**src/design/urtb_pkg.sv**
```systemverilog
// ----------------------------------------------------------------------------
// UART ring buffer package
// Shared sizes, codes and controller/datapath interface types for the
// receive ring and transmit block buffer.
// ----------------------------------------------------------------------------
package urtb_pkg;

    // Store depths.
    localparam int RX_DEPTH = 8;
    localparam int TX_DEPTH = 32;

    // Address widths of the stores, and the width of the transmit counters,
    // which must also hold the depth itself.
    localparam int RX_AW = (RX_DEPTH > 1) ? $clog2(RX_DEPTH) : 1;
    localparam int TX_AW = (TX_DEPTH > 1) ? $clog2(TX_DEPTH) : 1;
    localparam int TX_CW = $clog2(TX_DEPTH + 1);

    // Last receive position before the ring wraps, and the full transmit count.
    localparam logic [RX_AW-1:0] RX_LAST = RX_AW'(RX_DEPTH - 1);
    localparam logic [TX_CW-1:0] TX_FULL = TX_CW'(TX_DEPTH);

    // Field widths.
    localparam int KIND_W   = 3;
    localparam int BYTE_W   = 8;
    localparam int STATUS_W = 3;

    // Request kinds. Codes five to seven have no effect.
    typedef enum logic [KIND_W-1:0] {
        KIND_RX_BYTE  = 3'd0,
        KIND_HOST_RD  = 3'd1,
        KIND_TX_LOAD  = 3'd2,
        KIND_TX_READY = 3'd3,
        KIND_CLEAR    = 3'd4
    } t_kind;

    // Result status codes.
    typedef enum logic [STATUS_W-1:0] {
        ST_DONE     = 3'd0,
        ST_BYTE_RD  = 3'd1,
        ST_NO_DATA  = 3'd2,
        ST_RX_OVF   = 3'd3,
        ST_BUSY     = 3'd4,
        ST_INVALID  = 3'd5,
        ST_SENT     = 3'd6,
        ST_TX_IDLE  = 3'd7
    } t_status;

    // Controller states.
    typedef enum logic {
        S_IDLE = 1'b0,
        S_EXEC = 1'b1
    } t_state;

    // Commands from the controller to the datapath.
    typedef struct packed {
        logic capture;  // latch the request being accepted
        logic commit;   // apply the latched request and load the result
    } t_cmd;

    // Status from the datapath to the controller.
    typedef struct packed {
        logic out_free; // result register can take a new result this cycle
    } t_dp_stat;

endpackage

```
**src/design/urtb_ram.sv**
```systemverilog
// ----------------------------------------------------------------------------
// Generic single-port-write RAM
// One write port and one read port with registered read data.
// ----------------------------------------------------------------------------
module urtb_ram #(
    parameter int WIDTH = 8,
    parameter int DEPTH = 8
) (
    input  logic                                     i_clk,
    input  logic                                     i_we,
    input  logic [((DEPTH > 1) ? $clog2(DEPTH) : 1)-1:0] i_waddr,
    input  logic [WIDTH-1:0]                         i_wdata,
    input  logic [((DEPTH > 1) ? $clog2(DEPTH) : 1)-1:0] i_raddr,
    output logic [WIDTH-1:0]                         o_rdata
);

    logic [WIDTH-1:0] r_mem [DEPTH];
    logic [WIDTH-1:0] r_rdata;

    // Write port and registered read port.
    always_ff @(posedge i_clk) begin
        if (i_we) begin
            r_mem[i_waddr] <= i_wdata;
        end
        r_rdata <= r_mem[i_raddr];
    end

    assign o_rdata = r_rdata;

endmodule

```
**src/design/urtb_ctrl.sv**
```systemverilog
// ----------------------------------------------------------------------------
// UART ring buffer controller
// Sequences each request: accept, then apply it once the result register
// is free.
// ----------------------------------------------------------------------------
module urtb_ctrl (
    input  logic              i_clk,
    input  logic              i_rst_n,
    input  logic              i_in_valid,
    output logic              o_in_ready,
    input  urtb_pkg::t_dp_stat i_stat,
    output urtb_pkg::t_cmd    o_cmd
);

    urtb_pkg::t_state r_state;
    urtb_pkg::t_state n_state;

    // State register.
    always_ff @(posedge i_clk) begin
        if (!i_rst_n) begin
            r_state <= urtb_pkg::S_IDLE;
        end else begin
            r_state <= n_state;
        end
    end

    // Next state and commands.
    always_comb begin
        n_state       = r_state;
        o_in_ready    = 1'b0;
        o_cmd.capture = 1'b0;
        o_cmd.commit  = 1'b0;
        case (r_state)
            urtb_pkg::S_IDLE: begin
                o_in_ready = 1'b1;
                if (i_in_valid) begin
                    o_cmd.capture = 1'b1;
                    n_state       = urtb_pkg::S_EXEC;
                end
            end
            urtb_pkg::S_EXEC: begin
                // The store read issued at acceptance is ready now; wait only
                // for room in the result register.
                if (i_stat.out_free) begin
                    o_cmd.commit = 1'b1;
                    n_state      = urtb_pkg::S_IDLE;
                end
            end
            default: begin
                n_state = urtb_pkg::S_IDLE;
            end
        endcase
    end

endmodule

```
**src/design/urtb_dp.sv**
```systemverilog
// ----------------------------------------------------------------------------
// UART ring buffer datapath
// Request latch, receive ring and transmit block state, both stores and
// the result register.
// ----------------------------------------------------------------------------
module urtb_dp (
    input  logic                         i_clk,
    input  logic                         i_rst_n,
    input  urtb_pkg::t_cmd               i_cmd,
    output urtb_pkg::t_dp_stat           o_stat,
    input  logic [urtb_pkg::KIND_W-1:0]  i_kind,
    input  logic [urtb_pkg::BYTE_W-1:0]  i_byte,
    input  logic                         i_last,
    output logic                         o_out_valid,
    input  logic                         i_out_ready,
    output logic [urtb_pkg::STATUS_W-1:0] o_status,
    output logic [urtb_pkg::BYTE_W-1:0]  o_byte,
    output logic                         o_sending
);

    // Latched request.
    logic [urtb_pkg::KIND_W-1:0] r_kind;
    logic [urtb_pkg::BYTE_W-1:0] r_byte;
    logic                        r_last;

    // Receive ring state.
    logic [urtb_pkg::RX_AW-1:0] r_take_pos, n_take_pos;
    logic [urtb_pkg::RX_AW-1:0] r_put_pos, n_put_pos;
    logic                       r_rx_ovf, n_rx_ovf;

    // Transmit block state.
    logic [urtb_pkg::TX_CW-1:0] r_send_pos, n_send_pos;
    logic [urtb_pkg::TX_CW-1:0] r_block_len, n_block_len;
    logic                       r_tx_running, n_tx_running;
    logic [urtb_pkg::TX_CW-1:0] r_load_count, n_load_count;
    logic                       r_load_busy, n_load_busy;
    logic                       r_load_long, n_load_long;

    // Result register.
    logic                          r_out_valid;
    logic [urtb_pkg::STATUS_W-1:0] r_out_status, n_out_status;
    logic [urtb_pkg::BYTE_W-1:0]   r_out_byte, n_out_byte;
    logic                          r_out_sending;

    // Store ports.
    logic                        rx_we;
    logic [urtb_pkg::BYTE_W-1:0] rx_rdata;
    logic                        tx_we;
    logic [urtb_pkg::BYTE_W-1:0] tx_rdata;

    // Helpers for the load step.
    logic busy_eff;
    logic long_eff;

    assign o_stat.out_free = !r_out_valid || i_out_ready;

    // Receive store, read at the take position.
    urtb_ram #(
        .WIDTH (urtb_pkg::BYTE_W),
        .DEPTH (urtb_pkg::RX_DEPTH)
    ) u_rx_ram (
        .i_clk   (i_clk),
        .i_we    (rx_we),
        .i_waddr (r_put_pos),
        .i_wdata (r_byte),
        .i_raddr (r_take_pos),
        .o_rdata (rx_rdata)
    );

    // Transmit store, written at the load count and read at the send position.
    urtb_ram #(
        .WIDTH (urtb_pkg::BYTE_W),
        .DEPTH (urtb_pkg::TX_DEPTH)
    ) u_tx_ram (
        .i_clk   (i_clk),
        .i_we    (tx_we),
        .i_waddr (r_load_count[urtb_pkg::TX_AW-1:0]),
        .i_wdata (r_byte),
        .i_raddr (r_send_pos[urtb_pkg::TX_AW-1:0]),
        .o_rdata (tx_rdata)
    );

    // Request decode and next state.
    always_comb begin
        n_take_pos   = r_take_pos;
        n_put_pos    = r_put_pos;
        n_rx_ovf     = r_rx_ovf;
        n_send_pos   = r_send_pos;
        n_block_len  = r_block_len;
        n_tx_running = r_tx_running;
        n_load_count = r_load_count;
        n_load_busy  = r_load_busy;
        n_load_long  = r_load_long;
        n_out_status = urtb_pkg::ST_DONE;
        n_out_byte   = '0;
        rx_we        = 1'b0;
        tx_we        = 1'b0;
        busy_eff     = r_load_busy;
        long_eff     = r_load_long;
        case (urtb_pkg::t_kind'(r_kind))
            urtb_pkg::KIND_RX_BYTE: begin
                rx_we     = i_cmd.commit;
                n_put_pos = (r_put_pos == urtb_pkg::RX_LAST) ? '0 : r_put_pos + 1'b1;
                if (n_put_pos == r_take_pos) begin
                    n_rx_ovf = 1'b1;
                end
            end
            urtb_pkg::KIND_HOST_RD: begin
                if (r_rx_ovf) begin
                    n_out_status = urtb_pkg::ST_RX_OVF;
                end else if (r_take_pos == r_put_pos) begin
                    n_out_status = urtb_pkg::ST_NO_DATA;
                end else begin
                    n_out_status = urtb_pkg::ST_BYTE_RD;
                    n_out_byte   = rx_rdata;
                    n_take_pos   = (r_take_pos == urtb_pkg::RX_LAST) ? '0
                                                                    : r_take_pos + 1'b1;
                end
            end
            urtb_pkg::KIND_TX_LOAD: begin
                // The first byte of a block samples whether a transmission runs.
                if (r_load_count == '0) begin
                    busy_eff = r_tx_running;
                    long_eff = 1'b0;
                end
                if (r_load_count < urtb_pkg::TX_FULL) begin
                    tx_we        = i_cmd.commit && !busy_eff;
                    n_load_count = r_load_count + 1'b1;
                end else begin
                    long_eff = 1'b1;
                end
                n_load_busy = busy_eff;
                n_load_long = long_eff;
                if (r_last) begin
                    if (busy_eff) begin
                        n_out_status = urtb_pkg::ST_BUSY;
                    end else if (long_eff) begin
                        n_out_status = urtb_pkg::ST_INVALID;
                    end else begin
                        n_block_len  = n_load_count;
                        n_send_pos   = '0;
                        n_tx_running = 1'b1;
                    end
                    n_load_count = '0;
                    n_load_busy  = 1'b0;
                    n_load_long  = 1'b0;
                end
            end
            urtb_pkg::KIND_TX_READY: begin
                if (r_tx_running) begin
                    n_out_status = urtb_pkg::ST_SENT;
                    n_out_byte   = tx_rdata;
                    n_send_pos   = r_send_pos + 1'b1;
                    if (n_send_pos >= r_block_len) begin
                        n_tx_running = 1'b0;
                    end
                end else begin
                    n_out_status = urtb_pkg::ST_TX_IDLE;
                end
            end
            urtb_pkg::KIND_CLEAR: begin
                n_take_pos   = '0;
                n_put_pos    = '0;
                n_rx_ovf     = 1'b0;
                n_send_pos   = '0;
                n_block_len  = '0;
                n_tx_running = 1'b0;
                n_load_count = '0;
                n_load_busy  = 1'b0;
                n_load_long  = 1'b0;
            end
            default: begin
                n_out_status = urtb_pkg::ST_DONE;
            end
        endcase
    end

    // Request latch; payload only.
    always_ff @(posedge i_clk) begin
        if (i_cmd.capture) begin
            r_kind <= i_kind;
            r_byte <= i_byte;
            r_last <= i_last;
        end
    end

    // Buffer state, updated when a request is applied.
    always_ff @(posedge i_clk) begin
        if (!i_rst_n) begin
            r_take_pos   <= '0;
            r_put_pos    <= '0;
            r_rx_ovf     <= 1'b0;
            r_send_pos   <= '0;
            r_block_len  <= '0;
            r_tx_running <= 1'b0;
            r_load_count <= '0;
            r_load_busy  <= 1'b0;
            r_load_long  <= 1'b0;
        end else if (i_cmd.commit) begin
            r_take_pos   <= n_take_pos;
            r_put_pos    <= n_put_pos;
            r_rx_ovf     <= n_rx_ovf;
            r_send_pos   <= n_send_pos;
            r_block_len  <= n_block_len;
            r_tx_running <= n_tx_running;
            r_load_count <= n_load_count;
            r_load_busy  <= n_load_busy;
            r_load_long  <= n_load_long;
        end
    end

    // Result valid flag.
    always_ff @(posedge i_clk) begin
        if (!i_rst_n) begin
            r_out_valid <= 1'b0;
        end else if (i_cmd.commit) begin
            r_out_valid <= 1'b1;
        end else if (i_out_ready) begin
            r_out_valid <= 1'b0;
        end
    end

    // Result payload.
    always_ff @(posedge i_clk) begin
        if (i_cmd.commit) begin
            r_out_status  <= n_out_status;
            r_out_byte    <= n_out_byte;
            r_out_sending <= n_tx_running;
        end
    end

    assign o_out_valid = r_out_valid;
    assign o_status    = r_out_status;
    assign o_byte      = r_out_byte;
    assign o_sending   = r_out_sending;

    // The load counter never passes the store depth.
    a_load_bound: assert property (@(posedge i_clk) disable iff (!i_rst_n)
        r_load_count <= urtb_pkg::TX_FULL)
        else $error("Transmit load count exceeds the store depth.");

    // A running transmission always has bytes left inside a non-empty block.
    a_send_bound: assert property (@(posedge i_clk) disable iff (!i_rst_n)
        r_tx_running |-> (r_send_pos < r_block_len && r_block_len <= urtb_pkg::TX_FULL))
        else $error("Send position outside the running block.");

    // A result is never loaded over one that has not been taken.
    a_no_overwrite: assert property (@(posedge i_clk) disable iff (!i_rst_n)
        i_cmd.commit |-> (!r_out_valid || i_out_ready))
        else $error("Result register overwritten while pending.");

    // A pending result holds until it is taken.
    a_out_hold: assert property (@(posedge i_clk) disable iff (!i_rst_n)
        (r_out_valid && !i_out_ready) |=> (r_out_valid && $stable(r_out_status)
                                           && $stable(r_out_byte)))
        else $error("Pending result changed before it was taken.");

endmodule

```
**src/design/uart_rx_ring_tx_block_buffer.sv**
```systemverilog
// An accepted request is latched, then applied and loaded into the result register once
// that register is free; a result still waiting to be taken holds the next one back until it leaves.
// A new request is taken only after the last one has been applied; the registered read of
// the ring or transmit store completes between acceptance and result.
// Reset (synchronous, active low) clears positions, flags and counters;
// store contents stay undefined until written.
// ----------------------------------------------------------------------------
// UART receive ring and transmit block buffer
// Buffers received bytes for a host and sends loaded blocks byte by byte.
// ----------------------------------------------------------------------------
module uart_rx_ring_tx_block_buffer (
    input  logic        i_clk,
    input  logic        i_rst_n,
    input  logic        s_axis_tvalid,
    output logic        s_axis_tready,
    input  logic [7:0]  s_axis_tdata,   // [7:0] byte_in
    input  logic [2:0]  s_axis_tuser,   // [2:0] kind
    input  logic        s_axis_tlast,   // block_end
    output logic        m_axis_tvalid,
    input  logic        m_axis_tready,
    output logic [15:0] m_axis_tdata,   // [7:0] byte_out, [8] sending, [15:9] zero
    output logic [2:0]  m_axis_tuser    // [2:0] status
);

    urtb_pkg::t_cmd     cmd;
    urtb_pkg::t_dp_stat stat;
    logic [urtb_pkg::BYTE_W-1:0] out_byte;
    logic                        out_sending;

    // Request sequencing.
    urtb_ctrl u_ctrl (
        .i_clk      (i_clk),
        .i_rst_n    (i_rst_n),
        .i_in_valid (s_axis_tvalid),
        .o_in_ready (s_axis_tready),
        .i_stat     (stat),
        .o_cmd      (cmd)
    );

    // Buffers and result register.
    urtb_dp u_dp (
        .i_clk       (i_clk),
        .i_rst_n     (i_rst_n),
        .i_cmd       (cmd),
        .o_stat      (stat),
        .i_kind      (s_axis_tuser),
        .i_byte      (s_axis_tdata),
        .i_last      (s_axis_tlast),
        .o_out_valid (m_axis_tvalid),
        .i_out_ready (m_axis_tready),
        .o_status    (m_axis_tuser),
        .o_byte      (out_byte),
        .o_sending   (out_sending)
    );

    assign m_axis_tdata = {7'd0, out_sending, out_byte};

endmodule

```
**config.mk**
```make
export PLATFORM = sky130hd
export DESIGN_NAME = uart_rx_ring_tx_block_buffer
export DESIGN_NICKNAME = d
export VERILOG_FILES = /design/src/design/urtb_pkg.sv /design/src/design/urtb_ram.sv /design/src/design/urtb_ctrl.sv /design/src/design/urtb_dp.sv /design/src/design/uart_rx_ring_tx_block_buffer.sv
export SDC_FILE = /design/constraint.sdc
export NUM_CORES = 1
export LEC_CHECK = 0
export BUFFER_PORTS_ARGS = -buffer_cell sky130_fd_sc_hd__buf_4
export CAP_MARGIN = 5
export CORE_ASPECT_RATIO = 1.4
export CORE_MARGIN = 2
export CORE_UTILIZATION = 55
export DETAILED_ROUTE_END_ITERATION = 16
export PLACE_DENSITY = 0.71
export SLEW_MARGIN = 15
export SYNTH_ARGS = -nofsm -noshare
export SYNTH_HDL_FRONTEND = slang
export SYNTH_SLANG_ARGS = --single-unit
```
**constraint.sdc**
```tcl
create_clock -name i_clk -period 5.07 [get_ports i_clk]
set_input_delay 1.014 -clock i_clk [delete_from_list [all_inputs] [get_ports i_clk]]
set_output_delay 1.014 -clock i_clk [all_outputs]
set_load 0.01 [all_outputs]
```
==> impl_metrics.yaml, run 1 <==
floorplan:
  io_pins: 37
  die_y_um: 202
  start_util_pct: 55.9
  die-area_um2: 29500
  die_x_um: 146
  fp.coreArea_um2: 27700
  rows: 72
yosys:
  synth_edf_count: 344
  synth_ff_type: "edfxtp_1"
  synth_cell_type_count: 60
  postSynthCellCount: 871
  ys_seq_area_share_pct: 72.8
  synth-seq-cells: 390
  synthTopCellsByArea: "edfxtp_1 (67%), mux4_2 (11%), dfxtp_1 (6.0%)"
  avgSynthCellArea_um2: 17.7
  ys_warn_count: 0
  synth_top_area_share_pct: 66.9
  syn-cell-area_um2: 15400
  async_reset_ff_share_pct: 0
  yosysTopAreaCell: "edfxtp_1"
clocking:
  root_buffer: "clkbuf_16"
  h-tree-depth: 2
  cts_setup_buffers: 0
  path_clk_slew_ns: 0.06
  clockBufferDepth: 3
  postCtsHoldBufs: 0
  cts_sinks: 390
  clock_latency_ns: 0.54
  cts_tree: "done"
  cts_buffers: 35
  post_cts_resize_count: 0
timing:
  period_needed_ns: 3.22
  finalHoldViolCount: 0
  fin_tns_setup_ns: 0
  setup_viol: 0
  clock.fmax_ghz: 0.311
  clock_skew_ns: 0.0251
  relSlewSlack_pct: 29.2
  fin_crit_sh_pct: 63.4
  worst_slew_pin_slew_ns: 1.06
  final_max_slew_viol_count: 0
  rsz0062_at_grt: "no"
status:
  status: "finished clean"
cells_and_area:
  diodes: 0
  nNetsFinal: 932
  utilization_pct: 61.9
  nFillCells: 1917
  area_growth_pct: 10.8
  layout-drive-gt1-share_pct: 21.3
global_routing:
  grt_pass1_vias: 7911
  grtUsageTotal_pct: 23.2
  antenna_found_initial: 0
  overflow: 0
  grt_start_max_net_pins: 65
  grt_pass1_wl_um: 50300
setup_path:
  crit_path_max_fanout: 8
  worstSetupStartpointType: "register"
  worst-setup-path-type: "register to register"
  crit_arrival_ns: 3.38
  worstPathRequired_ns: 5.24
  crit_path_end_kind: "register"
pwr:
  sw_frac_of_total_pct: 20.1
  p_leak_uw: 0.00539
  seqPwrFrac_pct: 56.2
  p_switching_uw: 1260
  p_comb_share_pct: 2.3
  clock_power_share_pct: 41.6
  totalPowerFinal_uw: 6280
  peakVddDrop_mv: 0.226
  p_int_uw: 5020
  cellPowerDensity_nw_per_um2: 367
route:
  vias_per_cell: 6.12
  vias: 7926
  routed_wl_um: 33200
  dr.pass1.iters: 5
  wire_per_inst_um: 25.6
  antenna_left: 0
  drt-initial-drc-count: 664
  drc: 0
hold_path:
  worst_hold_path_type: "register to register"
placement:
  dpl.hpwl_um: 21000
  gp_congestion: 0.905
  io_buffers: 29
flow_run:
  max_cap_violations: 0
## area by class of cell
type	count	area, µm²	share of cell area [%]
clock buffer	44	962	5.62
clock inverter	18	161	0.943
inverter	10	37.5	0.219
multi-input combinational	422	3930	22.9
sequential	390	11300	65.7
tap	370	463	2.70
timing repair buffer	42	315	1.84
## state kept, by name (all words and copies together) (netlist names), 3 cells and up
register,count
u_dp.u_tx_ram.r_mem,256
u_dp.u_rx_ram.r_mem,64
u_dp.o_byte,8
u_dp.r_byte,8
u_dp.u_rx_ram.o_rdata,8
u_dp.u_tx_ram.o_rdata,8
u_dp.r_block_len,6
u_dp.r_load_count,6
u_dp.r_send_pos,6
u_dp.o_status,3
u_dp.r_kind,3
u_dp.r_put_pos,3
u_dp.r_take_pos,3
## kinds of logic after synthesis
| group | share of synthesized area (%) |
|---|---|
| compound gates | 4.43 |
| xor+xnor | 0.850 |
| fa+ha+maj | 1.21 |
| buf+inv | 1.91 |
| flops | 72.8 |
| mux | 12.2 |
| other cells | 0.0243 |
| simple gates | 6.55 |
## worst max-delay path, stage by stage (launching register included)
cell and delay (ns):
dfxtp_1 0.38, inv_1 0.12, ha_1 0.19, or4b_1 0.60, o21a_4 0.27, a211oi_4 0.37
nand2_2 0.32, nor2_1 0.62
## routing by layer
layer  up-vias  wire (µm)  GRT usage (%)
met5         -          0              0
met4         0       1410           9.80
met3        73       1690           3.50
met2       298      17200           40.0
met1      4037      12900           29.6
li1       3518          -              -
## cell usage after synthesis, drive strengths merged (4+ instances only)
| master | instances |
|---|---|
| edfxtp | 344 |
| mux4 | 74 |
| nor2 | 57 |
| dfxtp | 46 |
| nand2 | 33 |
| o22ai | 32 |
| clkbuf | 29 |
| buf | 26 |
| a21oi | 17 |
| nand3 | 17 |
| nor2b | 17 |
| ha | 15 |
| o21ai | 12 |
| inv | 10 |
| mux2 | 10 |
| mux2i | 10 |
| nand2b | 10 |
| nor4 | 10 |
| xor2 | 9 |
| a22o | 8 |
| nand3b | 8 |
| nor3b | 7 |
| and2 | 6 |
| nand4 | 6 |
| xnor2 | 6 |
| nand4b | 5 |
| nor3 | 5 |
| a21boi | 4 |
| or3b | 4 |
## final timing paths
kind | start | endpoint | slack (ns) | depth (start not counted)
worst max-delay path | u_dp.r_load_count[0] | u_dp.u_tx_ram.r_mem[28][0] | 1.85 | 7
worst min-delay path | u_dp.r_block_len[5] | u_dp.r_block_len[5] | 0.47 | 2
worst max register to register | u_dp.r_load_count[0] | u_dp.u_tx_ram.r_mem[28][0] | 1.85 | 7
worst min register to register | u_dp.r_block_len[5] | u_dp.r_block_len[5] | 0.47 | 2
## cells in the final DEF (no fill, tap or decap), drive strengths merged, types with 12 or more instances in the layout
cell	count
a21oi	17
buf	42
clkbuf	44
dfxtp	46
edfxtp	344
ha	15
inv	16
mux4	74
nand2	33
nand3	17
nor2	57
nor2b	17
o21ai	12
o22ai	32
## power by group through the flow
stage               Combinational [µW]  Sequential, µW  Clock, µW
finish                             144            3530       2610
global route                       156            3530       2770
CTS                                147            3530       2650
detailed placement                 147            3600          0
global placement                   145            3600          0
floorplan                         58.0            3620          0
## stage by stage
| stage | hold WS [ns] | cell area, µm² | worst slack, ns | cells |
|---|---|---|---|---|
| 4_1_cts | 0.471 | 17100 | 1.86 | 1296 |
| 2_1_floorplan | 0.436 | 15500 | 2.31 | 877 |
| 3_3_place_gp | 0.447 | 16000 | 1.91 | 1234 |
| 6_report | 0.469 | 17100 | 1.85 | 1296 |
| 3_5_place_dp | 0.459 | 16000 | 1.80 | 1234 |
| 5_1_grt | 0.496 | 17100 | 1.66 | 1296 |
Note: power is estimated with default switching activity, not from simulation.
==> run 2: changes to the inputs <==
==> constraint.sdc (replaced) <==
create_clock -name i_clk -period 3.22 [get_ports i_clk]
set_input_delay 0.644 -clock i_clk [delete_from_list [all_inputs] [get_ports i_clk]]
set_output_delay 0.644 -clock i_clk [all_outputs]
set_load 0.01 [all_outputs]
==> run 2 against run 1 <==
Clock power grew 61%. Register-to-register slack lost 1.6 ns. Utilization grew 1.4 points. Die area is the same. Critical path depth grew 1. Fmax grew 8.4%. Sequential power grew 58%. Critical path type unchanged.
==> impl_metrics.yaml, run 2 (same netlist as run 1, synthesis figures left out) <==
setup_path:
  worstPathRequired_ns: 3.45
  worstRegToRegCells: 8
  crit_path_max_fanout: 8
  worst-setup-path-type: "register to register"
  worstSetupStartpointType: "register"
  crit_arrival_ns: 3.19
  crit_path_end_kind: "register"
cells_and_area:
  area_growth_pct: 13.3
  nFillCells: 1908
  final_common_cell: "edfxtp_1"
  layout-drive-gt1-share_pct: 24.5
  largest_reg_flops: 256
  reg.largest.list: "u_dp.u_tx_ram.r_mem x256, u_dp.u_rx_ram.r_mem x64"
  layout_common_cells: "edfxtp_1 (344), buf_4 (88), mux4_2 (74)"
  finalNonFillerCells: 1345
  diodes: 0
  utilization_pct: 63.3
  nNetsFinal: 980
  largest_register: "u_dp.u_tx_ram.r_mem"
clocking:
  root_buffer: "clkbuf_16"
  cts_setup_buffers: 0
  h-tree-depth: 2
  path_clk_slew_ns: 0.07
  clockBufferDepth: 3
  postCtsHoldBufs: 0
  cts_sinks: 390
  cts_buffers: 36
  post_cts_resize_count: 0
  clock_latency_ns: 0.52
  cts_tree: "done"
timing:
  relSlewSlack_pct: 54.5
  setup_ws_ns: 0.253
  worst_slew_pin_slew_ns: 0.681
  finalHoldViolCount: 0
  setup_viol: 0
  fin_crit_sh_pct: 92.1
  period_needed_ns: 2.97
  final_max_slew_viol_count: 0
  clock.fmax_ghz: 0.337
  fin_tns_setup_ns: 0
  rsz0062_at_grt: "no"
  clock_skew_ns: 0.0178
placement:
  gp_congestion: 0.893
  dpl.cell_count: 1281
  io_buffers: 29
  dpl.hpwl_um: 21300
  pre_cts_ws_ns: 0.328
status:
  status: "finished clean"
global_routing:
  grtUsageTotal_pct: 23.2
  antenna_found_initial: 0
  overflow: 0
  grt_pass1_vias: 8033
  grt_pass1_wl_um: 50600
  grt_start_max_net_pins: 65
route:
  dr.pass1.iters: 5
  drt-initial-drc-count: 782
  vias_per_cell: 6.03
  antenna_left: 0
  wire_per_inst_um: 24.9
  routed_wl_um: 33500
  vias: 8115
  drc: 0
floorplan:
  fp.coreArea_um2: 27700
  die-area_um2: 29500
  start_util_pct: 55.9
  die_x_um: 146
  die_y_um: 202
  io_pins: 37
  rows: 72
flow_run:
  max_cap_violations: 0
pwr:
  cellPowerDensity_nw_per_um2: 569
  peakVddDrop_mv: 0.458
  p_leak_uw: 0.00565
hold_path:
  worst_hold_path_type: "input pin to register"
  min_path_cells: 1
[run 2: per-layer routing]
metal	wire, µm	vias up	part of all wire (%)	GRT usage [%]
li1	-	3616	-	-
met1	12900	4080	38	29.8
met2	17200	345	51	39.9
met3	2060	74	6.2	3.77
met4	1370	0	4.1	9.45
met5	0	-	0	0
[run 2: power by group]
group	leakage [µW]	switching (µW)	internal, µW
Sequential	0.00348	22.9	5530
Combinational	0.00161	161	65.0
Clock	0.000557	1760	2430
[run 2: final cells by class]
class | count | area (µm²) | share of cell area [%]
repair buffers | 89 | 681 | 3.89
well taps | 370 | 463 | 2.64
flip-flops and latches | 390 | 11300 | 64.3
multi-input cells | 422 | 3930 | 22.4
clock buffers | 45 | 956 | 5.46
clock inverters | 19 | 191 | 1.09
inverters | 10 | 37.5 | 0.214
[run 2: worst paths after layout]
kind / startpoint / to / slack (ns)
max: u_dp.r_load_count[0] / u_dp.u_tx_ram.r_mem[18][4] / 0.25
min: s_axis_tdata[1] / u_dp.r_byte[1] / 0.29
max reg2reg: u_dp.r_load_count[0] / u_dp.u_tx_ram.r_mem[18][4] / 0.25
min reg2reg: u_dp.r_block_len[3] / u_dp.r_block_len[3] / 0.46
[run 2: critical path, stage by stage, from the launching register on]
cell and delay (ns):
dfxtp_1 0.39, inv_1 0.13, ha_1 0.21, or4b_1 0.57
o21a_4 0.26, a211oi_4 0.38, nand2_2 0.29, nor2_1 0.23
buf_4 0.20
[run 2: stage by stage]
| step | hold slack [ns] | area, µm² | total power, µW |
|---|---|---|---|
| finish | 0.295 | 17500 | 9970 |
| global route | 0.269 | 17500 | 10300 |
| CTS | 0.272 | 17500 | 10100 |
| detailed placement | 0.454 | 16400 | 5900 |
| global placement | 0.450 | 16400 | 5890 |
| floorplan | 0.436 | 15500 | 5780 |
==> run 3: changes to the inputs <==
--- a/config.mk
+++ b/config.mk
@@ -5,10 +5,10 @@
 export SDC_FILE = /design/constraint.sdc
 export NUM_CORES = 1
 export LEC_CHECK = 0
+export ABC_AREA = 1
 export BUFFER_PORTS_ARGS = -buffer_cell sky130_fd_sc_hd__buf_4
 export CAP_MARGIN = 5
 export CORE_ASPECT_RATIO = 1.4
-export CORE_MARGIN = 2
 export CORE_UTILIZATION = 55
 export DETAILED_ROUTE_END_ITERATION = 16
 export PLACE_DENSITY = 0.71
==> run 3 against run 2 <==
Critical path depth increased by 1. Total power increased by 4.5%. Via count increased by 35%. Hold slack got worse by 0.00060 ns. Non-clock buffer count decreased by 8. Cell area increased by 3.3%. Utilization decreased by 1.1 points. Critical endpoint is now u_dp.u_tx_ram.r_mem[12][0].
==> impl_metrics.yaml, run 3 <==
hold_path:
  worst_hold_path_type: "input pin to register"
  min_path_cells: 1
cells_and_area:
  largest_register: "u_dp.u_tx_ram.r_mem"
  area_growth_pct: 11.5
  utilization_pct: 62.2
  layout_common_cells: "nand2_1 (421), edfxtp_1 (344), nand3_1 (208)"
  diodes: 0
  nFillCells: 2282
  final_common_cell: "nand2_1"
  nNetsFinal: 1550
  largest_reg_flops: 256
  finalNonFillerCells: 1920
  layout-drive-gt1-share_pct: 10.1
  reg.largest.list: "u_dp.u_tx_ram.r_mem x256, u_dp.u_rx_ram.r_mem x64"
route:
  drc: 0
  dr.pass1.iters: 5
  drt-initial-drc-count: 900
  wire_per_inst_um: 20.3
  vias_per_cell: 5.69
  antenna_left: 0
  routed_wl_um: 38900
  vias: 10900
global_routing:
  grt_pass1_wl_um: 59800
  antenna_found_initial: 0
  overflow: 0
  grt_pass1_vias: 10700
  grtUsageTotal_pct: 26.7
  grt_start_max_net_pins: 108
setup_path:
  crit_path_end: "u_dp.u_tx_ram.r_mem[12][0]"
  regToRegEndpoint: "u_dp.u_tx_ram.r_mem[12][0]"
  worst_path_dominant_cell_family: "simple AND/OR/NAND/NOR gates"
  worst_r2r_startpoint: "u_dp.r_load_count[0]"
  worstRegToRegCells: 9
  worstPathRequired_ns: 3.38
  crit_arrival_ns: 2.81
  worstSetupStartpointType: "register"
  critPathLaunch: "u_dp.r_load_count[0]"
  crit_chain: "inv_1, ha_1, inv_1, nor2_1, nand3_2, nand2_1, nand2_1, nand3_2, nor2_1"
  timing.critical_path.buf_inv: 2
  cp.depth: 9
  worst-setup-path-type: "register to register"
  crit_path_max_fanout: 8
  critPathMaxStageDelay_ns: 0.62
  crit_path_end_kind: "register"
  critPathSlowestCell: "nor2_1"
  r2r_setup_slack_ns: 0.57
timing:
  rsz0062_at_grt: "no"
  period_needed_ns: 2.65
  fin_tns_setup_ns: 0
  fin_crit_sh_pct: 82.3
  holdWs_ns: 0.294
  setup_viol: 0
  clock_skew_ns: 0.0106
  setup_ws_ns: 0.570
  relSlewSlack_pct: 26.0
  worst_slew_pin_slew_ns: 1.11
  clock.fmax_ghz: 0.377
  final_max_slew_viol_count: 0
  finalHoldViolCount: 0
yosys:
  synth_top_area_share_pct: 63.7
  yosysTopAreaCell: "edfxtp_1"
  async_reset_ff_share_pct: 0
  synth.most_common_cell: "nand2_1"
  synth_ff_type: "edfxtp_1"
  postSynthCellCount: 1479
  ys_warn_count: 0
  synth_edf_count: 344
  yosys-top-cells-count: "nand2_1 (421), edfxtp_1 (344), nand3_1 (208)"
  ys_seq_area_share_pct: 69.3
  syn-cell-area_um2: 16200
  synthTopCellsByArea: "edfxtp_1 (64%), nand2_1 (9.7%), nand3_1 (6.4%)"
  synth_cell_type_count: 36
  synth-seq-cells: 390
  avgSynthCellArea_um2: 11.0
floorplan:
  io_pins: 37
  die_y_um: 205
  rows: 74
  fp.coreArea_um2: 29100
  die_x_um: 147
  start_util_pct: 55.8
  die-area_um2: 30200
clocking:
  cts_sinks: 390
  cts_setup_buffers: 0
  cts_buffers: 34
  postCtsHoldBufs: 0
  path_clk_slew_ns: 0.07
  clock_latency_ns: 0.53
  post_cts_resize_count: 0
  h-tree-depth: 2
  clockBufferDepth: 3
  cts_tree: "done"
  root_buffer: "clkbuf_16"
pwr:
  p_leak_uw: 0.00670
  cellPowerDensity_nw_per_um2: 576
  peakVddDrop_mv: 0.497
placement:
  dpl.cell_count: 1863
  pre_cts_ws_ns: 0.486
  dpl.hpwl_um: 24900
  gp_congestion: 0.909
  io_buffers: 29
status:
  status: "finished clean"
flow_run:
  max_cap_violations: 0
## run 3: cell types whose count changed in the layout (fill, tap and decap cells not counted), sizes merged, moves of 12 or more
cell,before,now
nor3,5,17
o21ai,12,63
o22ai,32,16
inv,10,61
nor2b,17,0
a21oi,17,33
nand2,33,425
nor2,57,130
nand3,17,215
mux4,74,0
## run 3: cell type report
class | count | area (µm²) | area share (%)
clock inverter | 12 | 165 | 0.913
tap | 380 | 475 | 2.63
clock buffer | 45 | 956 | 5.28
timing repair buffer | 81 | 671 | 3.71
inverter | 65 | 245 | 1.36
multi-input combinational | 947 | 4320 | 23.9
sequential | 390 | 11300 | 62.2
## run 3: kinds of logic after synthesis
kind of cell / count (synthesis) / synth area share (%)
AND/OR/NAND/NOR: 793 / 20.7
flip-flops: 390 / 69.3
buffers and inverters: 148 / 4.16
AO/OA/AOI/OAI: 123 / 4.11
adder cells (fa/ha/maj): 15 / 1.16
XOR/XNOR: 9 / 0.486
other: 1 / 0.0231
## run 3: worst min path at each step
stage                                start               end  slack (ns)
final                      s_axis_tuser[0]    u_dp.r_kind[0]        0.29
after global routing       s_axis_tdata[6]    u_dp.r_byte[6]        0.27
after CTS                  s_axis_tuser[0]    u_dp.r_kind[0]        0.27
after detailed placement     u_dp.r_rx_ovf     u_dp.r_rx_ovf        0.46
after global placement    u_dp.r_load_long  u_dp.r_load_long        0.45
after floorplan           u_dp.r_load_long  u_dp.r_load_long        0.44
## run 3: stage by stage
stage	power, µW	area [µm²]
6_report	10400	18100
5_1_grt	10700	18100
4_1_cts	10500	18100
3_5_place_dp	6370	17000
3_3_place_gp	6370	17000
2_1_floorplan	6120	16300
## run 3: routing by layer
layer	part of all wire [%]	global-route usage, %	vias up
li1	-	-	5145
met3	5.8	3.46	121
met4	5.6	16.1	0
met5	0	0	-
met1	38	31.6	5212
met2	51	46.3	456
## run 3: power by group
| group | switching [µW] | internal [µW] | leakage [µW] | total (µW) |
|---|---|---|---|---|
| logic | 447 | 187 | 0.00267 | 634 |
| clock network | 1740 | 2410 | 0.000547 | 4150 |
| registers | 66.2 | 5570 | 0.00348 | 5640 |
